File: config.mk
export PLATFORM = sky130hd
export DESIGN_NAME = pfp_front
export DESIGN_NICKNAME = d
export VERILOG_FILES = /design/src/design/pfp_pkg.sv /design/src/design/pfp_front.sv
export SDC_FILE = /design/constraint.sdc
export NUM_CORES = 1
export LEC_CHECK = 0
export BUFFER_PORTS_ARGS = -buffer_cell sky130_fd_sc_hd__buf_2
export CORE_MARGIN = 1
export CORE_UTILIZATION = 51
export CTS_CLUSTER_DIAMETER = 150
export CTS_CLUSTER_SIZE = 25
export DETAILED_ROUTE_END_ITERATION = 10
export GPL_TIMING_DRIVEN = 0
export PLACE_DENSITY = 0.78
export SYNTH_ARGS = -nofsm -noshare
export SYNTH_HDL_FRONTEND = slang
export SYNTH_SLANG_ARGS = --single-unit
File: constraint.sdc
create_clock -name clk -period 2.3 [get_ports clk]
set_clock_uncertainty 0.15 [all_clocks]
set_input_delay 0.69 -clock clk [delete_from_list [all_inputs] [get_ports clk]]
set_output_delay 0.69 -clock clk [all_outputs]
set_load 0.01 [all_outputs]
File: src/design/pfp_pkg.sv
// ----------------------------------------------------------------------------
// pfp_pkg
// Shared types and constants for the pipe FIFO pool.
// ----------------------------------------------------------------------------
`default_nettype none
package pfp_pkg;
	localparam int NUM_PIPES_DEF  = 16;
	localparam int PIPE_BYTES_DEF = 1024;
	localparam int MAX_READ_DEF   = 64;
	localparam int QDEPTH         = 2;

	localparam logic [2:0] ACT_CREATE = 3'd0;
	localparam logic [2:0] ACT_SHARE  = 3'd1;
	localparam logic [2:0] ACT_CLOSE  = 3'd2;
	localparam logic [2:0] ACT_WRITE  = 3'd3;
	localparam logic [2:0] ACT_READ   = 3'd4;

	localparam logic [2:0] ST_OK      = 3'd0;
	localparam logic [2:0] ST_UNUSED  = 3'd1;
	localparam logic [2:0] ST_NOFREE  = 3'd2;
	localparam logic [2:0] ST_NORDR   = 3'd3;
	localparam logic [2:0] ST_FULL    = 3'd4;
	localparam logic [2:0] ST_EMPTY   = 3'd5;
	localparam logic [2:0] ST_ENDED   = 3'd6;

	typedef struct packed {
		logic [2:0] action;
		logic [3:0] pipe_index;
		logic       writer_end;
		logic [7:0] data_byte;
		logic [6:0] read_length;
	} cmd_t;
endpackage
`default_nettype wire

File: src/design/pfp_front.sv
// ----------------------------------------------------------------------------
// pfp_front
// Input stage and short command queue in front of the execution engine.
// ----------------------------------------------------------------------------
`default_nettype none
module pfp_front (
	input  wire logic          clk,
	input  wire logic          arst_n,
	input  wire logic          in_valid,
	output logic               in_stall,
	input  wire pfp_pkg::cmd_t in_cmd,
	output logic               q_valid,
	input  wire logic          q_take,
	output pfp_pkg::cmd_t      q_cmd
);
	localparam int QD = pfp_pkg::QDEPTH;
	pfp_pkg::cmd_t mem_q [QD];
	logic [$clog2(QD)-1:0] rd_q, wr_q;
	logic [$clog2(QD):0] cnt_q;
	logic push, pop;

	assign in_stall = (cnt_q == ($clog2(QD)+1)'(QD));
	assign push = in_valid && !in_stall;
	assign q_valid = (cnt_q != '0);
	assign pop = q_valid && q_take;
	assign q_cmd = mem_q[rd_q];

	always_ff @(posedge clk) begin
		if (push) mem_q[wr_q] <= in_cmd;
	end

	always_ff @(posedge clk or negedge arst_n) begin
		if (!arst_n) begin
			rd_q <= '0;
			wr_q <= '0;
			cnt_q <= '0;
		end else begin
			if (push) wr_q <= wr_q + 1'b1;
			if (pop) rd_q <= rd_q + 1'b1;
			cnt_q <= cnt_q + {{$clog2(QD){1'b0}}, push} - {{$clog2(QD){1'b0}}, pop};
		end
	end
endmodule
`default_nettype wire

==> flow_metrics.py <==
metrics = {
    "die": {
        "ios": 52,
        "die_h_um": 63.8,
        "initial_core_util": 0.533,
        "core-area_sq_mm": 0.00366,
        "die_area_sq_mm": 0.00408,
        "die_w_um": 63.8,
        "fp-row-count": 22,
    },
    "power": {
        "total_power_uw": 2830,
        "p_per_area_mw_per_mm2": 1210,
        "peakVddDrop_uv": 1060,
        "leakage_uw": 0.000963,
    },
    "critical_path": {
        "cpPeakStageDelay_ns": 0.37,
        "worst-path-max-fanout": 10,
        "worst-r2r-cell-count": 3,
        "path_depth": 4,
        "path_class": "reg2out",
        "timing.critical_path.to_type": "output port",
        "crit_buf_inv": 3,
        "critPathArrivalTime_ns": 1.39,
        "required_ns": 1.46,
        "crit_path_frequent_cell": "buf_6",
        "worstSetupStartpointType": "flip-flop",
        "slowest_stage": "dfrtp_1",
        "crit_path_cell_trace": "buf_6 -> buf_6 -> mux2_4 -> buf_2",
        "crit_family": "buffers and inverters",
    },
    "detailed_routing": {
        "postRouteAntennaNets": 0,
        "vias": 952,
        "wl_per_cell_um": 13.8,
        "vias_per_cell": 4.86,
        "drc": 0,
        "drt-pass1-iter-count": 4,
        "drtIter0Drc": 17,
        "wirelength_mm": 2.70,
    },
    "sta": {
        "setup_viol": 0,
        "final.setup.tns_ns": 0,
        "hold_ws_ns": 0.0418,
        "finalHoldViolCount": 0,
        "finalCritPeriodShare": 0.971,
        "relSlewSlack": 0.201,
        "max_freq_mhz": 448,
        "rsz0062_at_grt": "no",
        "worst_pin_slew_ns": 1.20,
        "post-route-min-period_ns": 2.23,
        "slew_viol_final": 0,
    },
    "global_route": {
        "grt_pass1_vias": 952,
        "track_usage": 0.149,
        "antenna_found_initial": 0,
        "grt_pass1_wl_mm": 4.33,
        "grt_max_degree": 24,
        "grt-ovfl-total": 0,
    },
    "yosys": {
        "synth_edf_count": 46,
        "ys_ff_latch": 50,
        "ys_types": 15,
        "synth_commonest_cells": "edfxtp_1, mux2_4, dfrtp_1, mux2_2",
        "async_reset_ff_frac": 0.0800,
        "yosys-top-cells-area": "edfxtp_1, mux2_4, dfrtp_1",
        "ys.flop_type": "edfxtp_1",
        "ys_seq_area_frac": 0.759,
        "syn_area_sq_mm": 0.00195,
        "synth_top_area_cell": "edfxtp_1",
        "yosysWarnings": 0,
        "yosysMostFrequentCell": "edfxtp_1",
        "synth.avg_cell_area_sq_um": 21.7,
        "synth_cells": 90,
        "synth.top_cell.area_share": 0.708,
        "syn_nets": 119,
    },
    "placed_design": {
        "dpl_cell_area_sq_mm": 0.00227,
        "place.gp.congestion": 0.632,
        "hpwlAfterDp_mm": 1.84,
        "portBuffers": 51,
        "dp.cells": 189,
    },
    "clock_tree": {
        "clk_path_buf_depth": 2,
        "numClockSinks": 50,
        "clkTransAtPathRegs_ns": 0.07,
        "cts_made_buffers": 5,
        "hold_buffers": 0,
        "cts_resized": 0,
        "clock-root-buffer": "clkbuf_8",
        "cts_setup_buffers": 0,
        "cts_tree": "yes",
        "cts_max_level": 2,
        "clk_latency_ns": 0.28,
    },
    "status": {
        "status": "complete, no violations",
    },
    "finish": {
        "nNetsFinal": 177,
        "diodes": 0,
        "layout.cells.non_filler": 196,
        "drive_above_1_share": 0.574,
        "synthToLayoutAreaGrowth_pct": 20.2,
        "postLayoutCellArea_sq_mm": 0.00234,
    },
    "flow_run": {
        "maxCapViolations": 0,
    },
    "min_path": {
        "hold_class": "in2async",
    },
}
==> cell type report <==
class | instances | area (sq um)
Sequential cell | 50 | 1480
Fill cell | 272 | 1320
Multi-Input combinational cell | 35 | 430
Timing Repair Buffer | 51 | 255
Clock buffer | 7 | 76.3
Tap cell | 48 | 60.1
Buffer | 3 | 33.8
Inverter | 2 | 7.51
==> cell usage in the layout (no fill, tap or decap) <==
cell      instances
mux2_2            4
edfxtp_1         46
ha_1              2
inv_1             2
dfrtp_1           4
buf_6             3
clkbuf_8          5
buf_2            51
mux2_4           19
clkbuf_1          2
nand2b_1          1
and2_4            1
and3_1            1
nor2_2            1
nand2_1           1
xnor2_1           3
xor2_1            1
or2_4             1
==> worst register-to-register path: cells and delay by family, from the launching register on <==
kind          cells  cell delay (ns)
flops             1             0.41
simple gates      3             1.20
==> routing by layer <==
metal | global-route usage | routed length, um
met5 | 0 | 0
met4 | 0.0597 | 42
met3 | 0.0589 | 175
met2 | 0.263 | 1460
met1 | 0.158 | 1030
==> logic make-up (layout without fill, tap and decap cells) <==
kind of cell | Yosys count | in the layout | share of synthesized area
flops | 50 | 50 | 0.759
mux | 23 | 23 | 0.169
simple gates | 6 | 6 | 0.0192
buf+inv | 5 | 63 | 0.0212
xor+xnor | 4 | 4 | 0.0180
fa+ha+maj | 2 | 2 | 0.0128
==> sequential cells by signal (all words and copies together), names as in the netlist <==
| register | count |
|---|---|
| wr_q | 1 |
| rd_q | 1 |
| cnt_q | 2 |
| mem_q | 46 |
==> power breakdown <==
part	switching (uW)	internal [uW]	leakage, uW
clock	242	209	0.0000383
sequential	66.6	1260	0.000474
combinational	501	555	0.000450
total	810	2020	0.000963
==> through the flow <==
step | setup WS [ns] | util
global route | 0.00459 | 0.640
detailed placement | -0.112 | 0.620
finish | 0.0656 | 0.640
floorplan | 0.352 | -
global placement | -0.0461 | 0.620
CTS | 0.0481 | 0.640
==> final timing paths <==
path / start / slack, ns / end
worst max-delay path: rd_q / 0.07 / q_cmd[10]
worst min-delay path: arst_n / 0.04 / wr_q
worst max register to register: cnt_q[1] / 0.16 / mem_q[0][22]
worst min register to register: cnt_q[1] / 0.37 / cnt_q[1]
max in group asynchronous: arst_n / 1.84 / rd_q
min in group clk: cnt_q[1] / 0.37 / cnt_q[1]
Power figures use the tool's default switching activity.
